==> config.mk <==
export PLATFORM = sky130hd
export DESIGN_NAME = aligned_stack_allocator_top
export DESIGN_NICKNAME = d
export VERILOG_FILES = /design/src/sv/asa_pkg.sv /design/src/sv/aligned_stack_allocator_top.sv
export SDC_FILE = /design/constraint.sdc
export NUM_CORES = 2
export LEC_CHECK = 0
export ABC_AREA = 0
export BUFFER_PORTS_ARGS = -buffer_cell sky130_fd_sc_hd__buf_4
export CORE_ASPECT_RATIO = 0.9
export CORE_UTILIZATION = 40
export CTS_BUF_LIST = sky130_fd_sc_hd__clkbuf_4 sky130_fd_sc_hd__clkbuf_8
export CTS_CLUSTER_DIAMETER = 100
export DETAILED_ROUTE_END_ITERATION = 10
export PLACE_DENSITY_LB_ADDON = 0.12
export RECOVER_POWER = 25
export SETUP_SLACK_MARGIN = 0.5
export SYNTH_ARGS = -nofsm -noshare
export SYNTH_HDL_FRONTEND = slang
export SYNTH_SLANG_ARGS = --single-unit
==> constraint.sdc <==
create_clock -name clk -period 8.1 [get_ports clk]
set_input_delay 2.025 -clock clk [delete_from_list [all_inputs] [get_ports clk]]
set_output_delay 2.025 -clock clk [all_outputs]
set_load 0.02 [all_outputs]
==> src/sv/asa_pkg.sv <==
// Package for the aligned stack allocator: widths, command and status codes,
// and the request and result beat types. Depends on nothing.
package asa_pkg;

  localparam int STACK_DEPTH = 64;
  localparam int ALIGN_BYTES = 32;
  localparam int PTR_W = (STACK_DEPTH > 1) ? $clog2(STACK_DEPTH) : 1;
  localparam int ALIGN_W = (ALIGN_BYTES > 1) ? $clog2(ALIGN_BYTES) : 1;

  localparam int ADDR_W = 32;
  localparam int LEN_W = 33;
  localparam int COUNT_W = 7;
  localparam int CFG_INDEX_W = 2;

  localparam logic [1:0] CMD_ALLOC = 2'd0;
  localparam logic [1:0] CMD_FREE = 2'd1;
  localparam logic [1:0] CMD_INIT = 2'd2;
  localparam logic [1:0] CMD_CLEAR = 2'd3;

  localparam logic [2:0] STAT_OK = 3'd0;
  localparam logic [2:0] STAT_NOT_INIT = 3'd1;
  localparam logic [2:0] STAT_BAD_LAYOUT = 3'd2;
  localparam logic [2:0] STAT_BAD_REQUEST = 3'd3;
  localparam logic [2:0] STAT_ALREADY = 3'd4;
  localparam logic [2:0] STAT_EXHAUSTED = 3'd5;
  localparam logic [2:0] STAT_EMPTY = 3'd6;

  localparam logic [CFG_INDEX_W-1:0] REG_BASE = 2'd0;
  localparam logic [CFG_INDEX_W-1:0] REG_SIZE = 2'd1;
  localparam logic [CFG_INDEX_W-1:0] REG_LIMIT = 2'd2;

  typedef struct packed {
    logic [1:0] command;
    logic [LEN_W-1:0] request_length;
  } request_t;

  typedef struct packed {
    logic [2:0] status;
    logic [ADDR_W-1:0] block_address;
    logic [ADDR_W-1:0] block_length;
    logic [ADDR_W-1:0] top_pointer;
    logic [COUNT_W-1:0] free_slots;
  } result_t;

endpackage

==> src/sv/aligned_stack_allocator_top.sv <==
// Aligned stack allocator: LIFO region allocator with the length stack held
// in a synchronous memory. Depends on asa_pkg.
//
// Channel  | Handshake                  | Beat
// request  | start, accepted when !busy | request (command, request_length)
// result   | done, one cycle, no stall  | result (status, addresses, slots)
// config   | cfg_valid / cfg_ready      | cfg_index, cfg_data
//
// On accept, the command and the top stack entry are registered and the
// block enters EXEC; leaving EXEC updates state and writes the entry on
// allocate. The result beat shows in the cycle after that, while a new
// command may already be accepted. Reset is synchronous; the stack memory
// is not cleared. Configuration is always ready.
module aligned_stack_allocator_top (
  input  logic clk,
  input  logic rst,
  input  logic start,
  output logic busy,
  input  asa_pkg::request_t request,
  output logic done,
  output asa_pkg::result_t result,
  input  logic cfg_valid,
  output logic cfg_ready,
  input  logic [asa_pkg::CFG_INDEX_W-1:0] cfg_index,
  input  logic [asa_pkg::ADDR_W-1:0] cfg_data
);
  import asa_pkg::*;

  localparam logic STATE_IDLE = 1'b0;
  localparam logic STATE_EXEC = 1'b1;

  logic state;
  logic [ADDR_W-1:0] length_stack [STACK_DEPTH];
  logic [ADDR_W-1:0] rd_data;
  request_t req;

  logic [ADDR_W-1:0] reg_base;
  logic [ADDR_W-1:0] reg_size;
  logic [COUNT_W-1:0] reg_limit;

  logic [COUNT_W-1:0] live_count, live_count_next;
  logic [ADDR_W-1:0] top_address, top_address_next;
  logic is_ready, is_ready_next;
  logic [ADDR_W-1:0] latched_base, latched_base_next;
  logic [ADDR_W-1:0] latched_size, latched_size_next;
  logic [COUNT_W-1:0] latched_limit, latched_limit_next;

  logic wr_en;
  logic [2:0] status;
  logic [ADDR_W-1:0] addr;
  logic [ADDR_W-1:0] blen;
  logic [ADDR_W-1:0] room;
  logic accept;

  assign accept = start && (state == STATE_IDLE);
  assign busy = (state == STATE_EXEC);
  assign cfg_ready = 1'b1;
  assign room = latched_size - top_address;

  always_ff @(posedge clk) begin
    if (rst) begin
      reg_base <= '0;
      reg_size <= '0;
      reg_limit <= '0;
    end else if (cfg_valid && cfg_ready) begin
      case (cfg_index)
        REG_BASE: reg_base <= cfg_data;
        REG_SIZE: reg_size <= cfg_data;
        REG_LIMIT: reg_limit <= cfg_data[COUNT_W-1:0];
        default: ;
      endcase
    end
  end

  always_ff @(posedge clk) begin
    if (accept) begin
      req <= request;
      rd_data <= length_stack[PTR_W'(live_count - COUNT_W'(1))];
    end
    if (wr_en) begin
      length_stack[live_count[PTR_W-1:0]] <= req.request_length[ADDR_W-1:0];
    end
  end

  always_comb begin
    live_count_next = live_count;
    top_address_next = top_address;
    is_ready_next = is_ready;
    latched_base_next = latched_base;
    latched_size_next = latched_size;
    latched_limit_next = latched_limit;
    wr_en = 1'b0;
    status = STAT_OK;
    addr = '0;
    blen = '0;
    if (state == STATE_EXEC) begin
      case (req.command)
        CMD_INIT: begin
          if (is_ready) begin
            status = STAT_ALREADY;
          end else if (reg_base == '0 || reg_base[ALIGN_W-1:0] != '0 ||
                       reg_size < reg_base) begin
            status = STAT_BAD_LAYOUT;
          end else begin
            latched_base_next = reg_base;
            latched_size_next = reg_size;
            latched_limit_next = reg_limit;
            top_address_next = reg_base;
            live_count_next = '0;
            is_ready_next = 1'b1;
          end
        end
        CMD_CLEAR: begin
          live_count_next = '0;
          top_address_next = '0;
          is_ready_next = 1'b0;
          latched_base_next = '0;
          latched_size_next = '0;
          latched_limit_next = '0;
        end
        CMD_ALLOC: begin
          if (!is_ready) begin
            status = STAT_NOT_INIT;
          end else if (req.request_length[LEN_W-1] ||
                       req.request_length[ALIGN_W-1:0] != '0) begin
            status = STAT_BAD_REQUEST;
          end else if (live_count >= latched_limit ||
                       live_count >= COUNT_W'(STACK_DEPTH)) begin
            status = STAT_EXHAUSTED;
          end else if (top_address > latched_size ||
                       req.request_length[ADDR_W-1:0] > room) begin
            status = STAT_EXHAUSTED;
          end else begin
            addr = top_address;
            blen = req.request_length[ADDR_W-1:0];
            top_address_next = top_address + req.request_length[ADDR_W-1:0];
            live_count_next = live_count + COUNT_W'(1);
            wr_en = 1'b1;
          end
        end
        default: begin
          if (!is_ready) begin
            status = STAT_NOT_INIT;
          end else if (live_count == '0) begin
            status = STAT_EMPTY;
          end else if (top_address < rd_data) begin
            status = STAT_BAD_LAYOUT;
          end else begin
            live_count_next = live_count - COUNT_W'(1);
            top_address_next = top_address - rd_data;
            addr = top_address - rd_data;
            blen = rd_data;
          end
        end
      endcase
    end
  end

  always_ff @(posedge clk) begin
    if (rst) begin
      state <= STATE_IDLE;
      done <= 1'b0;
      live_count <= '0;
      top_address <= '0;
      is_ready <= 1'b0;
      latched_base <= '0;
      latched_size <= '0;
      latched_limit <= '0;
    end else begin
      done <= (state == STATE_EXEC);
      case (state)
        STATE_IDLE: begin
          if (accept) begin
            state <= STATE_EXEC;
          end
        end
        default: begin
          state <= STATE_IDLE;
          live_count <= live_count_next;
          top_address <= top_address_next;
          is_ready <= is_ready_next;
          latched_base <= latched_base_next;
          latched_size <= latched_size_next;
          latched_limit <= latched_limit_next;
        end
      endcase
    end
  end

  always_ff @(posedge clk) begin
    if (state == STATE_EXEC) begin
      result.status <= status;
      result.block_address <= addr;
      result.block_length <= blen;
      result.top_pointer <= top_address_next;
      result.free_slots <= (latched_limit_next >= live_count_next) ?
                           (latched_limit_next - live_count_next) : '0;
    end
  end

endmodule
==> qor.txt <==
Status: complete, but fails checks
Failing checks: max-capacitance violations, max-slew violations
Cell count after synthesis: 5,217
Reg area: 69,700 µm²
Number of global-route vias before repair: 52,900
Area growth from synthesis to layout: 14.8%
Mapped cell area: 97,400 µm²
Dominant cell type by area after synthesis: edfxtp_1
Area contributors post-synth: edfxtp_1 (69%), mux4_2 (15%), dfxtp_1 (3.1%)
Worst Path Required: 8.77 ns
Dpl hpwl: 184,000 µm
YS warnings: 0
Sequential area share after synthesis: 71.6%
Critical path's top delay family: buffers and inverters
First-pass GRT wire length: 415,000 µm
Number of synthesized flops with an enable pin: 2,221
PortBufs: 180
Leakage: 35.8 nW
Register clock-pin slew on the reported worst setup and hold paths: 0.06 ns
Syn_nets: 5,469
Worst Max-Slew Pin Slew: 4.33 ns
Worst setup EP type: flop
#FFs+latches synth: 2,373
Total Routed Length: 298,000 µm
Part of the cycle the worst path needs: 94.1%
Final net count: 6,003
Vias per inst: 5.77
Critical Path Fanout Max: 66
Worst r2r src: req[5]
CTS tree: done
Clock latency on the worst-skew pair: 1.00 ns
Largest net degree at the start of global routing: 93
Most frequent cells in the layout: edfxtp_1 (2,221), mux4_2 (640), clkbuf_8 (413)
Worst path slowest cell: clkbuf_1
Main synth FF type: edfxtp_1
Wirelength per Cell: 32.1 µm
DRC Markers: 0
Initial antenna violation count: 24
Layout cell share with drive strength beyond 1: 28.6%
Die Area: 245,000 µm²
TritonCTS buffer count: 397
Worst min path class: flop to flop
Row count: 171
Vias: 53,400
CTS Buffer Depth: 4
First drt pass iteration count: 7
WS Path Type: flop to flop
Initial Util: 40.3%
Iteration-0 DRC Markers: 6,474
CTS Hold Bufs: 0
Fmax: 131 MHz
Yosys top cell area share: 68.5%
Syn Area/Cell: 18.7 µm²
Total power: 24.7 mW
I/O pin total: 182
Crit path top cell by count: o21ai_0
Setup crit start: req[5]
Relative slew slack: -189%
CTS Root Cell: clkbuf_8
Yosys cell types: 98
CP peak stage delay: 2.93 ns
RePlAce Congestion: 0.915
Crit path DAT: 8.29 ns
Core footprint: 242,000 µm²
Grt ovf: 0
Crit-path cells: clkbuf_1 -> ha_1 -> o21a_1 -> o21ai_0 -> a2bb2oi_1 -> a22o_1 -> a41o_1 -> a21boi_0 -> a21oi_1 -> nor3b_2 -> o21ai_0 -> a221oi_1
Clock sink total: 2,373
ANT nets after route: 0
Die Wd: 522 µm
Fillers: 20,600
Worst hold margin: 0.459 ns
Max-cap violations: 29
Min-Delay Startpoint: reg_base[4]
Power Dens Cells: 221 nW/µm²
Final TNS setup: 0 ns
Commonest non-fill, non-tap cell in the layout: edfxtp_1
Slew Viols, Final: 1,566
Area occupied by multi-input gates: 26,700 µm²
Die Span Y: 470 µm
Minimum clock period: 7.62 ns
WP buf/inv: 1
# H-tree levels: 5
Max IR drop VDD: 0.000131 V
Fin Clk Skew: 0.0600 ns
Total GRT Usage: 24.1%
RSZ-0062 raised after global routing: false
Final Hold Viols: 0
Setup Viol. Count Final: 0
CP startpoint kind: flop
Async set-or-reset flop fraction in the synthesized netlist: 0%
worst paths after layout:
| kind | endpoint | slack [ns] | cells after the start |
|---|---|---|---|
| max | result[37] | 0.48 | 12 |
| min | reg_base[4] | 0.46 | 2 |
| max reg2reg | result[37] | 0.48 | 12 |
| min reg2reg | reg_base[4] | 0.46 | 2 |
layer usage:
metal	part of all wire (%)	wire length, µm	vias to the layer above	track usage, %
met5	0.0040	12	-	0
met4	3.6	10800	2	8.26
met3	7.0	20900	466	3.75
met2	45	133000	2173	36.0
met1	45	133000	28400	35.9
li1	-	-	22400	-
cell type report:
| type | count | area share (%) |
|---|---|---|
| inverters | 136 | 0.457 |
| clock inverters | 171 | 0.869 |
| multi-input cells | 2453 | 23.9 |
| well taps | 3200 | 3.58 |
| repair buffers | 390 | 2.85 |
| flip-flops and latches | 2373 | 62.4 |
| diodes | 6 | 0.0134 |
| clock buffers | 533 | 5.89 |
tightest hold or removal path, cell delays in order (launching register included):
cell and delay, ns:
dfxtp_1 0.31, nand2_1 0.05, a21oi_1 0.05
where the power goes:
group          switching (mW)  internal [mW]
Clock                    4.83           5.51
Sequential             0.0693           13.5
Combinational           0.608          0.214
Total                    5.51           19.2
logic make-up (layout without fill, tap and decap cells):
| logic type | count (synthesis) | after routing | share of synthesized area, % |
|---|---|---|---|
| AOI/OAI and AO/OA | 716 | 716 | 4.91 |
| xor gates and xnor gates | 85 | 85 | 0.765 |
| adders and majority gates | 179 | 179 | 2.33 |
| buffers and inverters | 391 | 1230 | 1.56 |
| DFF | 2373 | 2373 | 71.6 |
| muxes | 656 | 656 | 15.0 |
| other | 1 | 7 | 0.00385 |
| and+or+nand+nor | 816 | 816 | 3.84 |
synth_stat cells, types with 14 or more instances:
cell type and n:
a22oi_1 52, mux2i_1 14, nor2_1 212, a21o_1 68
buf_2 29, o21ai_0 106, dfxtp_1 152, buf_1 55
clkbuf_1 167, xnor2_1 55, edfxtp_1 2221, mux4_2 640
nand2b_1 19, o211ai_1 24, xor2_1 30, a31oi_1 47
nand2_1 355, ha_1 175, nor3_1 16, a211oi_1 55
and2_1 57, nand4_1 25, a21oi_1 195, nand3_1 43
inv_1 135, o21bai_1 20
metrics by stage:
stage / setup WS (ns) / area, µm² / util, % / instances
6_report: 0.479 / 112000 / 46.3 / 9262
5_1_grt: 0.258 / 112000 / 46.3 / 9257
4_1_cts: 0.573 / 112000 / 46.3 / 9255
3_5_place_dp: 0.437 / 104000 / 43.2 / 8551
3_3_place_gp: 0.562 / 104000 / 43.2 / 8551
2_1_floorplan: 0.852 / 97400 / - / 5217
flip-flops by register name, indices dropped and copies added, names as in the netlist:
signal	cells
rd_data	32
is_ready	1
reg_limit	7
req	35
reg_size	32
latched_size	32
top_address	32
reg_base	32
result	106
live_count	7
done	1
busy	1
latched_limit	7
length_stack	2048
repair_timing:
item                                   in CTS  in global routing
pin swaps                                   0                  1
setup endpoints to repair                   7                  8
endpoints found under the hold margin       0                  0
resized for setup                           1                  3
buffers inserted                            0                  1
Power figures use the tool's default switching activity.
